`src/design/lbfs_pkg.sv`:
```
// Shared types and constants for the LED blink and flash sequencer.
package lbfs_pkg;

    localparam int MODE_W    = 3;
    localparam int SEL_W     = 2;
    localparam int LED_OUT_W = 3;
    localparam int MS_W      = 16;
    localparam int TOG_W     = 8;
    localparam int CFG_IDX_W = 2;
    localparam int CFG_DAT_W = 16;

    // Command codes carried in the mode field
    localparam logic [MODE_W-1:0] MODE_TICK  = 3'd0;
    localparam logic [MODE_W-1:0] MODE_SET   = 3'd1;
    localparam logic [MODE_W-1:0] MODE_BLINK = 3'd2;
    localparam logic [MODE_W-1:0] MODE_FLASH = 3'd3;
    localparam logic [MODE_W-1:0] MODE_CLEAR = 3'd4;

    localparam logic [SEL_W-1:0] SEL_ALL = 2'd3;

    // Configuration register indexes
    localparam logic [CFG_IDX_W-1:0] CFG_BLINK_MS   = 2'd0;
    localparam logic [CFG_IDX_W-1:0] CFG_FLASH_HALF = 2'd1;
    localparam logic [CFG_IDX_W-1:0] CFG_FLASH_TOG  = 2'd2;

    localparam logic [MS_W-1:0]  BLINK_MS_RST   = 16'd500;
    localparam logic [MS_W-1:0]  FLASH_HALF_RST = 16'd100;
    localparam logic [TOG_W-1:0] FLASH_TOG_RST  = 8'd10;

    // Decoded command of an accepted transaction (at most one bit set)
    typedef struct packed {
        logic tick;
        logic set;
        logic blink;
        logic start;
        logic clr;
    } cmd_t;

    // Flash sequencer status towards the LED register
    typedef struct packed {
        logic busy;       // flash running before this transaction
        logic busy_next;  // flash running after this transaction
        logic fire;       // flash event on this tick
        logic light;      // event lights all LEDs (else darkens them)
    } flash_stat_t;

endpackage

```
`src/design/lbfs_blink.sv`:
```
// Per-LED one-shot blink countdown lanes.
module lbfs_blink #(
    parameter int LED_COUNT = 3
) (
    input  logic                       aclk,
    input  logic                       aresetn,
    input  lbfs_pkg::cmd_t             cmd,
    input  logic                       flash_busy,
    input  logic [lbfs_pkg::SEL_W-1:0] sel,
    input  logic [lbfs_pkg::MS_W-1:0]  blink_ms,
    output logic [LED_COUNT-1:0]       expire
);
    import lbfs_pkg::*;

    localparam int NLED = (LED_COUNT < 3) ? LED_COUNT : 3;

    genvar i;
    generate
        for (i = 0; i < LED_COUNT; i++) begin : g_lane
            if (i < NLED) begin : g_used
                logic            active_reg, active_next;
                logic [MS_W-1:0] rem_reg, rem_next;
                logic            load;
                logic            run;

                assign load = cmd.blink && !flash_busy && (sel == SEL_W'(i));
                assign run  = cmd.tick && !flash_busy && active_reg;
                assign expire[i] = run && (rem_reg == '0);

                always_comb begin
                    active_next = active_reg;
                    rem_next    = rem_reg;
                    if (cmd.clr || cmd.start) begin
                        active_next = 1'b0;
                    end else if (load) begin
                        active_next = 1'b1;
                        rem_next    = blink_ms;
                    end else if (run) begin
                        if (rem_reg == '0) begin
                            active_next = 1'b0;
                        end else begin
                            rem_next = rem_reg - 1'b1;
                        end
                    end
                end

                always_ff @(posedge aclk) begin
                    if (!aresetn) begin
                        active_reg <= 1'b0;
                    end else begin
                        active_reg <= active_next;
                    end
                    rem_reg <= rem_next;
                end
            end else begin : g_none
                assign expire[i] = 1'b0;
            end
        end
    endgenerate

endmodule

```
`src/design/lbfs_flash.sv`:
```
// All-LED flash sequencer: phase, half-period countdown and off-phase count.
module lbfs_flash (
    input  logic                       aclk,
    input  logic                       aresetn,
    input  lbfs_pkg::cmd_t             cmd,
    input  logic [lbfs_pkg::MS_W-1:0]  flash_half_ms,
    input  logic [lbfs_pkg::TOG_W-1:0] flash_toggles,
    output lbfs_pkg::flash_stat_t      stat
);
    import lbfs_pkg::*;

    localparam logic [1:0] PH_IDLE = 2'd0;
    localparam logic [1:0] PH_ON   = 2'd1;
    localparam logic [1:0] PH_OFF  = 2'd2;

    logic [1:0]       phase_reg, phase_next;
    logic [TOG_W-1:0] done_reg, done_next;
    logic [MS_W-1:0]  rem_reg, rem_next;
    logic             busy, fire, light;
    logic [1:0]       ev_phase;
    logic [TOG_W-1:0] ev_done;

    assign busy = (phase_reg != PH_IDLE);
    assign fire = cmd.tick && busy && (rem_reg == '0);

    // Outcome of a flash event, including the end of the sequence
    always_comb begin
        if (phase_reg == PH_ON) begin
            ev_phase = PH_OFF;
            ev_done  = done_reg;
            light    = 1'b1;
        end else begin
            ev_phase = PH_ON;
            ev_done  = done_reg + 1'b1;
            light    = 1'b0;
        end
        if (ev_done >= flash_toggles) begin
            ev_phase = PH_IDLE;
            ev_done  = '0;
            light    = 1'b0;
        end
    end

    always_comb begin
        phase_next = phase_reg;
        done_next  = done_reg;
        rem_next   = rem_reg;
        if (cmd.clr) begin
            phase_next = PH_IDLE;
            done_next  = '0;
        end else if (cmd.start) begin
            phase_next = PH_ON;
            done_next  = '0;
            rem_next   = flash_half_ms;
        end else if (cmd.tick && busy) begin
            if (rem_reg != '0) begin
                rem_next = rem_reg - 1'b1;
            end else begin
                phase_next = ev_phase;
                done_next  = ev_done;
                rem_next   = flash_half_ms;
            end
        end
    end

    always_ff @(posedge aclk) begin
        if (!aresetn) begin
            phase_reg <= PH_IDLE;
            done_reg  <= '0;
        end else begin
            phase_reg <= phase_next;
            done_reg  <= done_next;
        end
        rem_reg <= rem_next;
    end

    assign stat.busy      = busy;
    assign stat.busy_next = (phase_next != PH_IDLE);
    assign stat.fire      = fire;
    assign stat.light     = light;

endmodule

```
`src/design/led_blink_flash_sequencer.sv`:
```
// Top level of the LED blink and flash sequencer.
// The result of a transaction is shown the cycle after acceptance.
// One transaction per cycle while the sink keeps up; every input transaction gives one result.
// The state update sits between the LED/timer registers and the output register.
// Reset (aresetn low, synchronous): LEDs dark, flash idle, blinks off, registers
// back to blink 500, half period 100, ten off phases; no result pending.
module led_blink_flash_sequencer #(
    parameter int LED_COUNT = 3
) (
    input  logic                                aclk,
    input  logic                                aresetn,
    // configuration writes
    input  logic                                cfg_valid,
    output logic                                cfg_ready,
    input  logic [lbfs_pkg::CFG_IDX_W-1:0]      cfg_index,
    input  logic [lbfs_pkg::CFG_DAT_W-1:0]      cfg_data,
    // command and tick transactions
    input  logic                                s_valid,
    output logic                                s_ready,
    input  logic [lbfs_pkg::MODE_W-1:0]         s_mode,
    input  logic [lbfs_pkg::SEL_W-1:0]          s_led_select,
    input  logic                                s_lit,
    // results
    output logic                                m_valid,
    input  logic                                m_ready,
    output logic [lbfs_pkg::LED_OUT_W-1:0]      m_led_on,
    output logic                                m_flashing
);
    import lbfs_pkg::*;

    localparam int NLED = (LED_COUNT < 3) ? LED_COUNT : 3;
    localparam logic [LED_COUNT-1:0] ALL_MASK = {LED_COUNT{1'b1}};
    localparam logic [LED_COUNT-1:0] ONE_HOT0 = LED_COUNT'(1);
    localparam logic [LED_COUNT+LED_OUT_W-1:0] ALL_EXT = {{LED_OUT_W{1'b0}}, ALL_MASK};
    localparam logic [LED_OUT_W-1:0] ALL_OUT = ALL_EXT[LED_OUT_W-1:0];

    // ---------------------------------------------------------------
    // Configuration registers; writes are always taken
    // ---------------------------------------------------------------
    logic [MS_W-1:0]  blink_ms_reg;
    logic [MS_W-1:0]  flash_half_reg;
    logic [TOG_W-1:0] flash_tog_reg;

    assign cfg_ready = 1'b1;

    always_ff @(posedge aclk) begin
        if (!aresetn) begin
            blink_ms_reg   <= BLINK_MS_RST;
            flash_half_reg <= FLASH_HALF_RST;
            flash_tog_reg  <= FLASH_TOG_RST;
        end else if (cfg_valid) begin
            case (cfg_index)
                CFG_BLINK_MS:   blink_ms_reg   <= cfg_data;
                CFG_FLASH_HALF: flash_half_reg <= cfg_data;
                CFG_FLASH_TOG:  flash_tog_reg  <= cfg_data[TOG_W-1:0];
                default: ;   // index beyond the register list is dropped
            endcase
        end
    end

    // ---------------------------------------------------------------
    // Handshake: the output register frees up when its result is taken,
    // so a new transaction goes in every cycle the sink keeps up.
    // ---------------------------------------------------------------
    logic accept;
    logic m_valid_reg;

    assign s_ready = !m_valid_reg || m_ready;
    assign accept  = s_valid && s_ready;

    // Command decode, gated by acceptance so the state units only move then
    cmd_t cmd;
    always_comb begin
        cmd = '0;
        if (accept) begin
            case (s_mode)
                MODE_TICK:  cmd.tick  = 1'b1;
                MODE_SET:   cmd.set   = 1'b1;
                MODE_BLINK: cmd.blink = 1'b1;
                MODE_FLASH: cmd.start = 1'b1;
                MODE_CLEAR: cmd.clr   = 1'b1;
                default: ;   // unused modes leave the state alone
            endcase
        end
    end

    // ---------------------------------------------------------------
    // Timer units
    // ---------------------------------------------------------------
    flash_stat_t          fstat;
    logic [LED_COUNT-1:0] expire;

    lbfs_flash u_flash (
        .aclk          (aclk),
        .aresetn       (aresetn),
        .cmd           (cmd),
        .flash_half_ms (flash_half_reg),
        .flash_toggles (flash_tog_reg),
        .stat          (fstat)
    );

    lbfs_blink #(
        .LED_COUNT (LED_COUNT)
    ) u_blink (
        .aclk       (aclk),
        .aresetn    (aresetn),
        .cmd        (cmd),
        .flash_busy (fstat.busy),
        .sel        (s_led_select),
        .blink_ms   (blink_ms_reg),
        .expire     (expire)
    );

    // ---------------------------------------------------------------
    // LED state
    // ---------------------------------------------------------------
    logic [LED_COUNT-1:0] lit_reg, lit_next;
    logic [LED_COUNT-1:0] sel_mask;
    logic                 sel_one;

    assign sel_one = (int'(s_led_select) < NLED);

    always_comb begin
        if (s_led_select == SEL_ALL) begin
            sel_mask = ALL_MASK;
        end else if (sel_one) begin
            sel_mask = ONE_HOT0 << s_led_select;
        end else begin
            sel_mask = '0;
        end
    end

    always_comb begin
        lit_next = lit_reg;
        if (cmd.clr) begin
            lit_next = '0;
        end else if (cmd.start) begin
            lit_next = lit_reg | ALL_MASK;
        end else if (cmd.tick) begin
            if (fstat.fire) begin
                lit_next = fstat.light ? ALL_MASK : '0;
            end else if (!fstat.busy) begin
                lit_next = lit_reg & ~expire;
            end
        end else if (cmd.set && !fstat.busy) begin
            lit_next = s_lit ? (lit_reg | sel_mask) : (lit_reg & ~sel_mask);
        end else if (cmd.blink && !fstat.busy && sel_one) begin
            lit_next = lit_reg | sel_mask;
        end
    end

    always_ff @(posedge aclk) begin
        if (!aresetn) begin
            lit_reg <= '0;
        end else begin
            lit_reg <= lit_next;
        end
    end

    // ---------------------------------------------------------------
    // Output register
    // ---------------------------------------------------------------
    logic [LED_COUNT+LED_OUT_W-1:0] lit_ext;
    logic [LED_OUT_W-1:0]           led_on_reg;
    logic                           flashing_reg;

    assign lit_ext = {{LED_OUT_W{1'b0}}, lit_next};

    always_ff @(posedge aclk) begin
        if (!aresetn) begin
            m_valid_reg <= 1'b0;
        end else if (accept) begin
            m_valid_reg <= 1'b1;
        end else if (m_ready) begin
            m_valid_reg <= 1'b0;
        end
        if (accept) begin
            led_on_reg   <= lit_ext[LED_OUT_W-1:0];
            flashing_reg <= fstat.busy_next;
        end
    end

    assign m_valid    = m_valid_reg;
    assign m_led_on   = led_on_reg;
    assign m_flashing = flashing_reg;

    // ---------------------------------------------------------------
    // Checks
    // ---------------------------------------------------------------
    a_clear_result: assert property (@(posedge aclk) disable iff (!aresetn)
        (accept && s_mode == MODE_CLEAR) |=>
            (m_valid && m_led_on == '0 && !m_flashing))
        else $error("clear command did not give a dark, idle result");

    a_flash_result: assert property (@(posedge aclk) disable iff (!aresetn)
        (accept && s_mode == MODE_FLASH) |=>
            (m_valid && m_flashing && m_led_on == ALL_OUT))
        else $error("start flash did not light all LEDs");

    a_sink_free: assert property (@(posedge aclk) disable iff (!aresetn)
        !m_valid |-> s_ready)
        else $error("input stalled with no result pending");

endmodule

```
`config.mk`:
```
export PLATFORM = sky130hd
export DESIGN_NAME = led_blink_flash_sequencer
export DESIGN_NICKNAME = d
export VERILOG_FILES = /design/src/design/lbfs_pkg.sv /design/src/design/lbfs_blink.sv /design/src/design/lbfs_flash.sv /design/src/design/led_blink_flash_sequencer.sv
export SDC_FILE = /design/constraint.sdc
export NUM_CORES = 1
export LEC_CHECK = 0
export BUFFER_PORTS_ARGS = -buffer_cell sky130_fd_sc_hd__buf_2
export CAP_MARGIN = 20
export CELL_PAD_IN_SITES_DETAIL_PLACEMENT = 1
export CELL_PAD_IN_SITES_GLOBAL_PLACEMENT = 1
export CORE_ASPECT_RATIO = 0.5
export CORE_MARGIN = 1.5
export CORE_UTILIZATION = 49
export CTS_BUF_LIST = sky130_fd_sc_hd__clkbuf_4
export CTS_CLUSTER_SIZE = 24
export DETAILED_ROUTE_END_ITERATION = 16
export GPL_TIMING_DRIVEN = 1
export HOLD_SLACK_MARGIN = 0.02
export PLACE_DENSITY = 0.79
export SYNTH_ARGS = -nofsm -noshare
export SYNTH_HDL_FRONTEND = slang
export SYNTH_SLANG_ARGS = --single-unit
```
`constraint.sdc`:
```
create_clock -name aclk -period 3.6 [get_ports aclk]
set_clock_uncertainty 0.1 [all_clocks]
set_input_delay 0.72 -clock aclk [delete_from_list [all_inputs] [get_ports aclk]]
set_output_delay 0.72 -clock aclk [all_outputs]
set_load 0.005 [all_outputs]
```
* After elaboration in Yosys (flattened, before gate mapping)
Index checks and enable logic that the tools add are counted.
** Cells by class
- Add/sub/neg operators :: 5
- Multipliers :: 0
- Div/mod/pow operators :: 0
- Magnitude comparators :: 2
- Equality and inequality tests :: 13
- Shift-type cells :: 1
- Muxes and demuxes :: 50
- Bitwise operators :: 9
- Reduce and logical (&&, ||, !) cells :: 51
** Operators by type and width (count)
- 2-to-1 mux 16 bit :: 12
- logical NOT 16 bit :: 4
- subtractor 16 x 1 -> 16 bit, second input constant :: 4
- 2-to-1 mux 3 bit :: 11
- nonzero test 2 bit :: 10
- 2-to-1 mux 1 bit :: 18
- logical AND 1 bit :: 16
- 2-to-1 mux 8 bit :: 2
- AND reduction 2 bit :: 8
- nonzero test 16 bit :: 1
- 2-to-1 mux 2 bit :: 6
- AND reduction 3 bit :: 3
- adder 8 x 1 -> 8 bit, second input constant :: 1
- greater-or-equal comparator 8 bit :: 1
- AND 3 bit :: 2
- == test 2 x 1 -> 1 bit, second input constant :: 3
- == test 2 bit, second input constant :: 3
- == test 3 x 2 -> 1 bit, second input constant :: 2
- inequality test 2 x 1 -> 1 bit, second input constant :: 3
- inverter 3 bit :: 2
- 2-to-1 mux 5 bit :: 1
- logical NOT 2 bit :: 2
- inverter 1 bit :: 4
- == test 3 x 1 -> 1 bit, second input constant :: 1
- other kinds (9) :: 11
** Storage, ports and cells
- Register bits after elaboration :: 125
- Bits in latches :: 0
- Memory bits (writable) :: 0
- Memory bits (read-only) :: 0
- Input port bits :: 29
- Output and inout bits :: 7
- Logic and storage cells :: 147
- Memories :: 0

* Longest topological paths before layout
Gate-level depths: netlist (run 1).
- Depth after elaboration :: 14
- Depth in mapped cells :: 10
- Gate-level depth less buffers :: 9

* Modules after synthesis
From an unflattened synthesis (run 1), not the netlist that was laid out.
** Second synthesis, totals
- Cell total of the unflattened synthesis :: 739
- Area total of the unflattened synthesis :: 6736.5 µm²
** By module, submodules not included
- lbfs_blink :: instances 1, cells each 297, area an instance 2890.3 µm², sequential area each 1501.4 µm²
- led_blink_flash_sequencer :: instances 1, cells each 241, area an instance 2085.8 µm², sequential area each 1001.0 µm²
- lbfs_flash :: instances 1, cells each 201, area an instance 1760.4 µm², sequential area each 680.7 µm²

* Worst setup path after synthesis (run 1)
Ideal clock, no wire load.
- Path kind :: input to register
- From :: input s_mode[0] (netlist name)
- To :: register u_blink.g_lane[1].g_used.rem_reg[0], enable pin
- Library setup time :: 0.411 ns
- Arrival :: 2.742 ns
- Required time :: 3.089 ns
- Path slack :: 0.346 ns
- Cell stages on the path :: 4
- Path buffers :: 1
- Path through :: clkbuf_1 > nor4_1 > nand4_1 > o21ai_0
** On the way
- Longest elaborated chain between the ends :: 7
- Elaborated cells on any way between the ends :: 18
- Classes of those cells :: eq/ne (4); mux (5); bitwise (1); reduce/logical (8)
** RTL lines
- from (decl) :: line led_blink_flash_sequencer.sv:20 : input logic [lbfs_pkg::MODE_W-1:0] s_mode,
- == test 3 x 2 -> 1 bit or logical NOT 3 bit (tied branches) :: line led_blink_flash_sequencer.sv:76 : case (s_mode)
- 2-to-1 mux 1 bit :: line led_blink_flash_sequencer.sv:76
- 2-to-1 mux 5 bit (*) :: line led_blink_flash_sequencer.sv:75 : if (accept) begin
- logical AND 1 bit, on equally long branches (2 in a row) :: line lbfs_blink.sv:26, lbfs_blink.sv:27
- inequality test 2 x 1 -> 1 bit (no source line) or nonzero test 2 bit (tied branches)
- AND reduction 3 bit (no source line) (*)
- to (signal assigned) :: line lbfs_blink.sv:53 : rem_reg <= rem_next;
- to (decl) :: line lbfs_blink.sv:22 : logic [MS_W-1:0] rem_reg, rem_next;
Every way passes the cells marked *; elsewhere a longest branch is shown, timed or not.
A chain may end at the register's enable or synchronous reset.

* Final worst setup path (run 1)
- From :: register u_flash.phase_reg[1]
- To :: register u_flash.done_reg[4]
** On the way
- Longest elaborated chain between the ends :: 4
- Elaborated cells on any way between the ends :: 7
- Classes of those cells :: order compare (1); eq/ne (1); mux (2); reduce/logical (3)
** RTL lines
- from (decl) :: line lbfs_flash.sv:16 : logic [1:0] phase_reg, phase_next;
- from (signal assigned) :: line lbfs_flash.sv:71 : phase_reg <= phase_next;
- == test 2 x 1 -> 1 bit :: line lbfs_flash.sv:28 : if (phase_reg == PH_ON) begin
- 2-to-1 mux 8 bit :: line lbfs_flash.sv:28
- greater-or-equal comparator 8 bit :: line lbfs_flash.sv:37 : if (ev_done >= flash_toggles) begin
- 2-to-1 mux 8 bit :: line lbfs_flash.sv:37
- to (signal assigned) :: line lbfs_flash.sv:72 : done_reg <= done_next;
- to (decl) :: line lbfs_flash.sv:17 : logic [TOG_W-1:0] done_reg, done_next;
Parallel ways exist; a longest one is shown, timed or not.

==> results by group, run 1 <==
Outcome
  – Status: finished clean

Layout
  – Layout cell share with drive strength beyond 1: a little over a tenth
  – Non-Filler Cell Area, Final: 7268 µm²
  – Nets@finish: 812
  – Most used cells in the layout excluding fill and tap cells: 123 x sky130_fd_sc_hd__nand2_1, 74 x sky130_fd_sc_hd__nor2_1, 68 x sky130_fd_sc_hd__edfxtp_1
  – Sequential cell area in the final layout: between 3000 and 4000 µm²
  – Number of antenna repair diodes: 0
  – Area growth from synthesis to layout: 9.007%
  – Multi-input gate area in the final layout: approximately 3300 µm²
  – Filler cells: roughly 1500
  – Most common library cell in the layout ignoring fill and taps: sky130_fd_sc_hd__nand2_1
  – Max FFs per register: 48
  – Non-filler instance count after layout: 948

Die
  – Std cell rows: 29
  – Placeable core region: roughly 13000 µm²
  – Effective utilization at floorplan: between 50 and 60%
  – Die Footprint: 14360 µm²
  – Count of pins on the block boundary: 36
  – Horizontal die dimension: approximately 170 µm
  – Y dimension of the die: ~85 µm

Critical path
  – R2r worst-path depth: 8
  – Cell type group with the largest total delay on the critical path: compound AO/OA/AOI/OAI gates
  – Crit-path cells: nor2b_1, or3_1, xnor2_1, ha_1, a2111oi_0, o31ai_1, nor4_1, o21ba_1
  – Worst endpoint required time: between 3000 and 4000 ps
  – Endpoint of the worst-slack reg-to-reg timing path: u_flash.done_reg[4]
  – Critical path data arrival time: around 3300 ps
  – Maximum fanout encountered on the critical timing path: 7
  – Logic depth of the worst setup path including buffers: 8
  – Start of the worst register-to-register path: u_flash.phase_reg[1]
  – Startpoint types: register
  – Worst path buffer plus inverter count: 0
  – Critical Path Max Stage Delay: just over 600 ps
  – Critical Setup Path Class: register to register
  – Critical path capture point type: register
  – Crit path max-delay cell type: sky130_fd_sc_hd__a2111oi_0
  – Internal reg-to-reg setup slack: between 600 and 700 ps

Route
  – Detailed-route vias per instance: 5.730
  – First-pass iteration count of the detailed router: 4
  – Residual antenna-violating net count after detailed routing: 0
  – Initial drt markers: between 400 and 500
  – Overall via count from detail_route: approximately 5400
  – WL/cell: about 18 µm
  – DRT Wirelength: approximately 17000 µm
  – Post-route DRC: 0

Timing
  – Fin Setup TNS: 0 ps
  – Maximum operating frequency: between 300 and 400 MHz
  – Max Transition Viols Final: 0
  – Remaining max-slew budget at the tightest pin: between 40% and 50%
  – Final number of hold-violating endpoints: 0
  – Worst-Margin Slew: 848.1 ps
  – Setup repair after global routing missed its margin: no
  – Final period demand of the worst path: roughly 3000 ps
  – Post-route fraction of the period consumed by the critical path: between 80 and 90%
  – Setup Viol. Count Final: 0

Placement
  – Post-Place Cells: around 900
  – DP Wirelength: about 13000 µm
  – Count of buffers from port buffering: 34
  – Placed cell area: ~7000 µm²
  – Routability cong.: 0.8561

Synthesis
  – Unique masters post-synth: 56
  – Post-synthesis sequential area ratio: about 48%
  – Mapped Nets: 780
  – Number of enable flip-flop cells after synthesis: 68
  – Number of warning messages in the yosys log: 0
  – Cell Area, Synth: around 6700 µm²
  – Most frequently used flop master after synthesis: sky130_fd_sc_hd__edfxtp_1
  – Number of standard cells after synthesis: 733
  – Syn_area_per_cell: between 9 and 10 µm²
  – Synthesized flop and latch total: between 100 and 150
  – Share of synthesized flip-flops with an asynchronous set or reset: 0%

Pwr
  – Peak VDD IR: between 150 and 200 µV
  – Power density cells: between 300 and 400 nW/µm²
  – Static Leakage: around 2.6 nW

Clock network
  – Buffers inserted by post-CTS timing repair: 0
  – Number of clock buffers inserted by TritonCTS: 17
  – Register clock-pin slew on the reported worst setup and hold paths: ~120 ps
  – # clock sinks: ~130
  – Resized cells post-CTS: 0
  – # hold bufs at CTS: 0
  – Number of buffers on the longest clock path: 2
  – TritonCTS clock tree: yes
  – Worst-Skew Late Latency: between 500 and 600 ps
  – Maximum level of the CTS H-tree: 4
  – Master cell of the clock root buffer: sky130_fd_sc_hd__clkbuf_4

GRT
  – Antenna violations before repair: 0
  – Via count of the first global-routing pass: around 5500
  – Pin count of the biggest net entering global routing: 45
  – Wire length of the first global-routing pass: roughly 29000 µm
  – Total global routing track utilization: approximately a quarter
  – Total overflow reported by the global router: 0

Hold path
  – Hold path endpoint: blink_ms_reg[8]
  – Worst hold path cell count: 3
  – Worst hold-check path type: input port to register
  – Worst hold path startpoint: cfg_data[8]

Run
  – Maxcap violations: 0
-- where the power goes --
part | switching [mW] | internal [mW]
combinational | 0.103 | 0.0650
clock | 0.589 | 0.353
sequential | 0.0308 | 1.53
-- synth_stat cells, drive strengths merged (2+ instances only) --
library cell	number	area, µm²
nand2	123	461.7
nor2	74	277.8
edfxtp	68	2042
dfxtp	57	1141
a21oi	54	270.3
xnor2	43	376.6
clkbuf	30	113.9
o21ai	24	120.1
a21boi	23	172.7
inv	22	82.58
nand3	21	105.1
ha	18	225.2
nor3	18	90.09
nor4	18	118.9
nor2b	12	75.07
xor2	12	105.1
nand4	11	68.82
or3	11	73.82
a31oi	9	56.30
o31ai	7	52.55
or4	7	56.30
a32oi	6	52.55
and3	6	37.54
mux2i	6	60.06
nand2b	6	37.54
nor3b	4	30.03
o21a	4	30.03
o41ai	4	35.03
and2	3	18.77
buf	3	30.03
nand3b	3	22.52
a22o	2	17.52
nor4b	2	17.52
o2111ai	2	17.52
o21ba	2	20.02
o221ai	2	17.52
o41a	2	22.52
or2	2	12.52
or4b	2	20.02
-- metrics by stage --
| step | util [%] | setup slack, ps | power (mW) | hold WS, ps |
|---|---|---|---|---|
| 6_report | 56.11 | 613.3 | 2.667 | 334.6 |
| 3_5_place_dp | 54.04 | 663.9 | 1.756 | 366.4 |
| 4_1_cts | 56.11 | 634.4 | 2.690 | 305.1 |
| 5_1_grt | 56.11 | 378.3 | 2.777 | 286.6 |
| 2_1_floorplan | - | 346.3 | 1.679 | 340.6 |
| 3_3_place_gp | 54.04 | 793.3 | 1.749 | 355.3 |
-- kinds of logic after synthesis --
family	count (synthesis)	synth area share [%]
AO/OA/AOI/OAI	147	14.04
XOR/XNOR	55	7.225
adder cells (fa/ha/maj)	18	3.378
buffers and inverters	55	3.396
flip-flops	125	47.74
multiplexers	6	0.9008
other	1	0.05624
AND/OR/NAND/NOR	326	23.27
-- worst max-delay path by stage --
| stage | end | from |
|---|---|---|
| after floorplan | u_blink.g_lane[1].g_used.rem_reg[0] | s_mode[0] |
| after global placement | m_led_on[1] | u_flash.rem_reg[2] |
| after detailed placement | u_flash.done_reg[0] | u_flash.phase_reg[1] |
| after CTS | u_flash.done_reg[0] | u_flash.phase_reg[1] |
| after global routing | u_flash.done_reg[4] | u_flash.phase_reg[1] |
| final | u_flash.done_reg[4] | u_flash.phase_reg[1] |
-- worst reg2reg max path: cells and delay by family (launching register included) --
family | cells | cell delay (ps)
AO/OA/AOI/OAI | 3 | 1050
AND/OR/NAND/NOR | 3 | 980
flip-flops | 1 | 460
adder cells (fa/ha/maj) | 1 | 200
XOR/XNOR | 1 | 150
-- cell type report --
class,count,share of cell area [%]
well taps,170,2.926
repair buffers,46,3.581
inverters,22,1.136
flip-flops and latches,125,43.79
clock inverters,15,1.928
multi-input cells,553,44.88
clock buffers,17,1.756
-- per-layer routing --
metal	wire [µm]	part of all wire [%]	GRT usage [%]
met2	8177	47	42.20
met5	0	0	0
met1	8437	48	35.00
met3	611	3.5	5.550
met4	267	1.5	7.699
No activity file was read; power rests on OpenSTA's default activity.
==> run 2: changes to the inputs <==
- ABC_AREA: unset -> 1
- CORE_UTILIZATION: 49 -> 48
- PLACE_DENSITY: 0.79 -> 0.8
- clock period: 3.6 -> 3 ns (I/O delays scaled with it)
==> run 2 against run 1 <==
Cell area up 3.3%. Sequential share of layout area down 1.4 points. Via count up 8.8%. Critical endpoint is now m_led_on[2]. Largest cell class is now registers.
==> results by group, run 2 <==
Clock network
  – Maximum level of the CTS H-tree: 4 (unchanged)
  – # hold bufs at CTS: 0 (unchanged)
  – Resized cells post-CTS: 0 (unchanged)
  – Register clock-pin slew on the reported worst setup and hold paths: 110 ps (about the same)
  – Master cell of the clock root buffer: sky130_fd_sc_hd__clkbuf_4
  – Buffers inserted by post-CTS timing repair: 0 (unchanged)
  – TritonCTS clock tree: yes
  – Worst-Skew Late Latency: 530 ps (about the same)
  – Number of clock buffers inserted by TritonCTS: 17 (unchanged)
  – # clock sinks: 125 (unchanged)
  – Number of buffers on the longest clock path: 2 (unchanged)

Pwr
  – Switching part of the total: 25.93% (-1.2 points)
  – Int Pwr: 2.354 mW (+21%)
  – Peak VDD IR: 216.0 µV (+13%)
  – Power density cells: 423.1 nW/µm² (+15%)
  – Static Leakage: 3.234 nW (+24%)
  – Comb pwr share: 7.2% (+0.9 points)
  – Clock network power share: 34.0% (-1.3 points)
  – Switching component of the power: 824.0 µW (+14%)
  – Portion of total power attributed to sequential cells: 58.8% (+0.4 points)

Die
  – Std cell rows: 30 (+3.4%)
  – Count of pins on the block boundary: 36 (unchanged)
  – Placeable core region: 13780 µm² (+6.3%)
  – Effective utilization at floorplan: 49.88% (-1.6 points)
  – Die Footprint: 15090 µm² (+5.1%)
  – Y dimension of the die: 87.61 µm (+2.5%)
  – Horizontal die dimension: 172.2 µm (+2.5%)

Timing
  – Worst-Margin Slew: 561.0 ps (-287.1 ps)
  – Post-route fraction of the period consumed by the critical path: 91.54% (+8.6 points)
  – Setup Viol. Count Final: 0 (unchanged)
  – Worst slack on hold paths: 231.4 ps (-103.2 ps)
  – Remaining max-slew budget at the tightest pin: 62.56% (+20 points)
  – Max Transition Viols Final: 0 (unchanged)
  – Fin Setup TNS: 0 ps (unchanged)
  – Final number of hold-violating endpoints: 0 (unchanged)
  – Setup repair after global routing missed its margin: no
  – Final period demand of the worst path: 2746 ps (-240.6 ps)
  – Post-route worst setup slack: 253.9 ps (-359.4 ps)
  – Maximum operating frequency: 364.1 MHz (+8.8%)

GRT
  – Via count of the first global-routing pass: 5839 (+6.9%)
  – Wire length of the first global-routing pass: 29760 µm (+4.3%)
  – Total overflow reported by the global router: 0 (unchanged)
  – Total global routing track utilization: 25.97% (+0.061 points)
  – Pin count of the biggest net entering global routing: 42 (-6.7%)
  – Antenna violations before repair: 0 (unchanged)

Layout
  – Non-filler instance count after layout: 1117 (+18%)
  – Max FFs per register: 48 (unchanged)
  – Most common library cell in the layout ignoring fill and taps: sky130_fd_sc_hd__nand2_1
  – Nets@finish: 959 (+18%)
  – Layout cell share with drive strength beyond 1: 12.65% (+1.7 points)
  – Sequential cell area in the final layout: 3183 µm² (unchanged)
  – Number of antenna repair diodes: 0 (unchanged)
  – Multi-input gate area in the final layout: 3110 µm² (-4.6%)
  – Non-Filler Cell Area, Final: 7511 µm² (+3.3%)
  – Most used cells in the layout excluding fill and tap cells: 151 x sky130_fd_sc_hd__nand2_1, 131 x sky130_fd_sc_hd__nor2_1, 117 x sky130_fd_sc_hd__inv_1
  – Filler cells: 1733 (+13%)
  – Area growth from synthesis to layout: 9.304%

Synthesis
  – Mapped Nets: 915 (+17%)
  – Post-synth top area cell: sky130_fd_sc_hd__edfxtp_1
  – Most frequently used flop master after synthesis: sky130_fd_sc_hd__edfxtp_1
  – Cell Area, Synth: 6872 µm² (+3.1%)
  – Most area-consuming cells after synthesis: sky130_fd_sc_hd__edfxtp_1 30%, sky130_fd_sc_hd__dfxtp_1 17%, sky130_fd_sc_hd__nand2_1 8.2%
  – Syn_area_per_cell: 7.917 µm² (-13%)
  – Unique masters post-synth: 41 (-27%)
  – Post-synthesis sequential area ratio: 46.32% (-1.4 points)
  – Synthesized flop and latch total: 125 (unchanged)
  – Number of enable flip-flop cells after synthesis: 68 (unchanged)
  – Share of synthesized flip-flops with an asynchronous set or reset: 0% (unchanged)
  – Post-synth top cells: 151 x sky130_fd_sc_hd__nand2_1, 131 x sky130_fd_sc_hd__nor2_1, 117 x sky130_fd_sc_hd__inv_1
  – Number of standard cells after synthesis: 868 (+18%)
  – Most frequent cell after synthesis: sky130_fd_sc_hd__nand2_1
  – Post-synth top area share: 29.72% (-0.91 points)
  – Number of warning messages in the yosys log: 0 (unchanged)

Critical path
  – Maximum fanout encountered on the critical timing path: 7 (unchanged)
  – CP dominant cell by count: sky130_fd_sc_hd__nand2_1
  – Crit-path cells: inv_1, nand2_2, nand4_1, nor2_1, nand2_1, xor2_1, inv_1, ha_1, nand2_1, nor2_1, nand2_1, nand2_1, clkinv_1, nand2_1, nand2_1, nand2_1, a21oi_1
  – Cell type group with the largest total delay on the critical path: simple AND/OR/NAND/NOR gates
  – Critical Setup Path Class: register to register
  – Worst endpoint required time: 3150 ps (-810 ps)
  – Worst path buffer plus inverter count: 3 (+3)
  – Startpoint types: register
  – Critical path data arrival time: 2900 ps (-440 ps)
  – Crit path max-delay cell type: sky130_fd_sc_hd__dfxtp_1
  – Critical path capture point type: register
  – Critical Path Max Stage Delay: 360 ps (-260 ps)

Route
  – Initial drt markers: 306 (-26%)
  – Post-route DRC: 0 (unchanged)
  – DRT Wirelength: 18370 µm (+5.0%)
  – Overall via count from detail_route: 5911 (+8.8%)
  – Detailed-route vias per instance: 5.292 (-7.6%)
  – WL/cell: 16.45 µm (-11%)
  – First-pass iteration count of the detailed router: 5 (+1)
  – Residual antenna-violating net count after detailed routing: 0 (unchanged)

Placement
  – Post-Place Cells: 1085 (+18%)
  – DP Wirelength: 13890 µm (+6.9%)
  – Routability cong.: 0.8407 (-1.8%)
  – Placed cell area: 7271 µm² (+3.9%)
  – Count of buffers from port buffering: 34 (unchanged)
  – Post-place setup slack: 265.1 ps (-398.8 ps)

Outcome
  – Status: finished clean

Hold path
  – Worst hold-check path type: input port to register

Run
  – Maxcap violations: 0 (unchanged)
-- run 2: changes by cell type after synthesis, sizes merged, moves of 10 or more --
cell    before  now
xnor2       43    9
o21ai       24   92
a31oi        9   19
a21oi       54   42
clkbuf      30    9
inv         22  126
nand3       21   43
a21boi      23    0
nor2b       12    0
nor2        74  143
xor2        12   25
or3         11    0
nor4        18    0
nand2      123  157
-- run 2: logic make-up after synthesis --
kind of cell	Yosys count	synth area share, %
simple gates	375	24.29
compound gates	166	12.93
buf+inv	148	8.630
flops	125	46.32
xor+xnor	34	4.334
fa+ha+maj	18	3.278
other cells	1	0.05457
mux	1	0.1639
-- run 2: path summary, 6_finish.rpt --
path / start / endpoint / slack, ps / cells after the start
hold reg to reg: u_blink.g_lane[1].g_used.active_reg / u_blink.g_lane[1].g_used.active_reg / 380 / 2
setup reg to reg: u_flash.phase_reg[1] / m_led_on[2] / 250 / 17
hold / removal: cfg_data[13] / flash_half_reg[13] / 230 / 3
setup / recovery: u_flash.phase_reg[1] / m_led_on[2] / 250 / 17
-- run 2: worst reg2reg max path: stages, from the launching register on --
cell and delay [ps]:
sky130_fd_sc_hd__dfxtp_1 360, sky130_fd_sc_hd__inv_1 70, sky130_fd_sc_hd__nand2_2 150, sky130_fd_sc_hd__nand4_1 170, sky130_fd_sc_hd__nor2_1 190, sky130_fd_sc_hd__nand2_1 90, sky130_fd_sc_hd__xor2_1 140, sky130_fd_sc_hd__inv_1 80
sky130_fd_sc_hd__ha_1 290, sky130_fd_sc_hd__nand2_1 70, sky130_fd_sc_hd__nor2_1 130, sky130_fd_sc_hd__nand2_1 80, sky130_fd_sc_hd__nand2_1 90, sky130_fd_sc_hd__clkinv_1 110, sky130_fd_sc_hd__nand2_1 170, sky130_fd_sc_hd__nand2_1 80
sky130_fd_sc_hd__nand2_1 80, sky130_fd_sc_hd__a21oi_1 70
-- run 2: power by group through the flow --
stage / sequential (mW) / combinational [mW] / clock (mW)
after global routing: 1.87 / 0.257 / 1.17
after CTS: 1.87 / 0.228 / 1.11
after floorplan: 1.90 / 0.137 / 0
final: 1.87 / 0.229 / 1.08
after detailed placement: 1.91 / 0.227 / 0
after global placement: 1.91 / 0.218 / 0
-- run 2: stage by stage --
stage	util [%]	power [mW]
3_5_place_dp	52.78	2.134
3_3_place_gp	52.78	2.124
6_report	54.52	3.178
5_1_grt	54.52	3.301
2_1_floorplan	-	2.034
4_1_cts	54.52	3.202
-- run 2: final cells by class --
cell class | count | share of cell area, %
Sequential cell | 125 | 42.38
Tap cell | 192 | 3.198
Multi-Input combinational cell | 595 | 41.41
Clock buffer | 22 | 2.199
Timing Repair Buffer | 46 | 3.465
Inverter | 127 | 6.347
Clock inverter | 10 | 0.9995
-- run 2: metal layers --
metal / share of wire, % / GRT usage [%]
met1: 49 / 36.91
met2: 46 / 41.97
met3: 4.0 / 4.067
met4: 0.80 / 6.245
met5: 0 / 0
==> run 3: changes to the inputs <==
- ABC_AREA: 1 -> unset
- CORE_UTILIZATION: 48 -> 49
- PLACE_DENSITY: 0.8 -> 0.79
==> run 3 against run 2 <==
Cell area down 2.7%. Via count down 7.5%. Sequential share of layout area up 1.2 points. First-iteration DRC count up 30%. Total power down 1.3%. Global-route usage down 0.22 points. Count of clock-buffer cells in the layout down 5. Utilization up 1.9 points. Sequential power about the same. Largest cell class is now multi-input gates. Highest routed layer unchanged.
==> results by group, run 3 (synthesis gave the netlist of run 1 again) <==
Outcome
  – Status: finished clean

Timing
  – Fin Setup TNS: 0 ps (unchanged)
  – Maximum operating frequency: 349.0 MHz (-4.2%)
  – Final number of hold-violating endpoints: 0 (unchanged)
  – Remaining max-slew budget at the tightest pin: 51.13% (-11 points)
  – Post-route worst setup slack: 134.7 ps (-119.2 ps)
  – Post-route fraction of the period consumed by the critical path: 95.51% (+4.0 points)
  – Setup Viol. Count Final: 0 (unchanged)
  – Setup repair after global routing missed its margin: no
  – Max Transition Viols Final: 0 (unchanged)
  – Worst-Margin Slew: 730.8 ps (+169.8 ps)
  – Final period demand of the worst path: 2865 ps (+119.2 ps)

Clock network
  – Master cell of the clock root buffer: sky130_fd_sc_hd__clkbuf_4
  – Number of clock buffers inserted by TritonCTS: 17 (unchanged)
  – Worst-Skew Late Latency: 550 ps (+20 ps)
  – # clock sinks: 125 (unchanged)
  – TritonCTS clock tree: yes
  – Maximum level of the CTS H-tree: 4 (unchanged)
  – Register clock-pin slew on the reported worst setup and hold paths: 150 ps (+40 ps)
  – Number of buffers on the longest clock path: 2 (unchanged)

Pwr
  – Static Leakage: 2.622 nW (-19%)
  – Peak VDD IR: 192.5 µV (-11%)
  – Overall power: 3.137 mW (-1.3%)
  – Power density cells: 429.2 nW/µm² (+1.4%)

Critical path
  – Crit path max-delay cell type: sky130_fd_sc_hd__or4b_2
  – Critical Setup Path Class: register to register
  – Internal reg-to-reg setup slack: 130 ps (-120 ps)
  – Critical path data arrival time: 3030 ps (+130 ps)
  – Critical Path Max Stage Delay: 680 ps (+320 ps)
  – Maximum fanout encountered on the critical timing path: 5 (-2)
  – Startpoint types: register
  – Worst endpoint required time: 3160 ps (about the same)
  – Critical path capture point type: register
  – Endpoint of the worst-slack reg-to-reg timing path: m_led_on[2]
  – Crit-path cells: inv_1, ha_1, or4b_2, nor2_1, nand3b_1, o21ai_0, o221ai_1
  – Start of the worst register-to-register path: u_blink.g_lane[2].g_used.rem_reg[0]
  – R2r worst-path depth: 7 (-10)

Layout
  – Max FFs per register: 48 (unchanged)
  – Multi-input gate area in the final layout: 3277 µm² (+5.3%)
  – Filler cells: 1526 (-12%)
  – Most used cells in the layout excluding fill and tap cells: 123 x sky130_fd_sc_hd__nand2_1, 74 x sky130_fd_sc_hd__nor2_1, 68 x sky130_fd_sc_hd__edfxtp_1
  – Number of antenna repair diodes: 0 (unchanged)
  – Most common library cell in the layout ignoring fill and taps: sky130_fd_sc_hd__nand2_1
  – Nets@finish: 818 (-15%)
  – Sequential cell area in the final layout: 3183 µm² (unchanged)
  – Area growth from synthesis to layout: 9.645%
  – Layout cell share with drive strength beyond 1: 11.86% (-0.79 points)

Hold path
  – Worst hold path startpoint: cfg_data[8]
  – Worst hold-check path type: input port to register
  – Hold path endpoint: flash_half_reg[8]
  – Worst hold path cell count: 3 (unchanged)

Die
  – Y dimension of the die: 85.49 µm (-2.4%)
  – Horizontal die dimension: 168.0 µm (-2.5%)
  – Effective utilization at floorplan: 51.47% (+1.6 points)
  – Die Footprint: 14360 µm² (-4.8%)
  – Count of pins on the block boundary: 36 (unchanged)
  – Placeable core region: 12950 µm² (-6.0%)
  – Std cell rows: 29 (-3.3%)

Placement
  – Count of buffers from port buffering: 34 (unchanged)
  – DP Wirelength: 12780 µm (-7.9%)
  – Post-place setup slack: 55.31 ps (-209.8 ps)
  – Routability cong.: 0.8395 (-0.14%)

GRT
  – Wire length of the first global-routing pass: 28320 µm (-4.8%)
  – Total overflow reported by the global router: 0 (unchanged)
  – Antenna violations before repair: 0 (unchanged)
  – Via count of the first global-routing pass: 5550 (-4.9%)
  – Pin count of the biggest net entering global routing: 44 (+4.8%)
  – Total global routing track utilization: 25.76% (-0.22 points)

Route
  – Residual antenna-violating net count after detailed routing: 0 (unchanged)
  – Post-route DRC: 0 (unchanged)
  – WL/cell: 18.23 µm (+11%)
  – First-pass iteration count of the detailed router: 5 (unchanged)
  – Initial drt markers: 397 (+30%)
  – Detailed-route vias per instance: 5.729 (+8.3%)
  – DRT Wirelength: 17390 µm (-5.4%)
  – Overall via count from detail_route: 5465 (-7.5%)

Run
  – Maxcap violations: 0 (unchanged)
-- run 3: cell types whose count changed in the layout (fill, tap and decap cells not counted), sizes merged, moves of 12 or more --
cell and change:
a21boi +23, nor4 +18, nand3 -22, a21oi +12
inv -99, xnor2 +34, xor2 -13, o21ai -68
nand2 -34, nor2b +12, nor2 -69
-- run 3: worst max-delay path by stage --
stage,endpoint,depth (start not counted),from,slack [ps]
after floorplan,u_flash.rem_reg[0],4,s_valid,180
after global placement,u_flash.done_reg[0],8,u_flash.phase_reg[0],220
after detailed placement,u_flash.done_reg[0],8,u_flash.phase_reg[0],60
after CTS,u_flash.done_reg[0],8,u_flash.phase_reg[0],70
after global routing,m_led_on[2],7,u_blink.g_lane[2].g_used.rem_reg[0],30
final,m_led_on[2],7,u_blink.g_lane[2].g_used.rem_reg[0],130
-- run 3: repair_timing --
action,4_1_cts,5_1_grt
hold buffers,0,0
resized for setup,0,4
setup endpoints to repair,0,17
setup buffers,0,1
-- run 3: metrics by stage --
stage,cells,util (%),hold WS (ps),area [µm²]
after global placement,920,54.27,351.6,7030
after global routing,954,56.44,194.2,7311
final,954,56.44,215.6,7311
after floorplan,733,-,340.6,6668
after CTS,952,56.15,180.5,7273
after detailed placement,920,54.27,363.4,7030
-- run 3: cell type report --
| class | count | share of cell area (%) |
|---|---|---|
| Clock buffer | 17 | 1.746 |
| Sequential cell | 125 | 43.54 |
| Clock inverter | 15 | 1.575 |
| Timing Repair Buffer | 52 | 4.279 |
| Inverter | 22 | 1.130 |
| Multi-Input combinational cell | 553 | 44.82 |
| Tap cell | 170 | 2.909 |
-- run 3: critical path, delay by kind of cell, from the launching register on --
family	cells	cell delay, ps
adders and majority gates	1	190
and+or+nand+nor	3	1160
DFF	1	460
AOI/OAI and AO/OA	2	580
buffers and inverters	1	80
-- run 3: metal layers --
metal	wire length (µm)	part of all wire, %	track usage, %	vias up
met3	802	4.6	4.384	18
li1	-	-	-	2691
met1	8283	48	34.65	2666
met4	212	1.2	7.944	0
met5	0	0	0	-
met2	8091	47	42.92	90
-- run 3: power by group --
part	internal, mW	switching, mW	leakage, nW
Combinational	0.0814	0.125	1.42
Clock	0.337	0.726	0.123
Sequential	1.83	0.0374	1.08
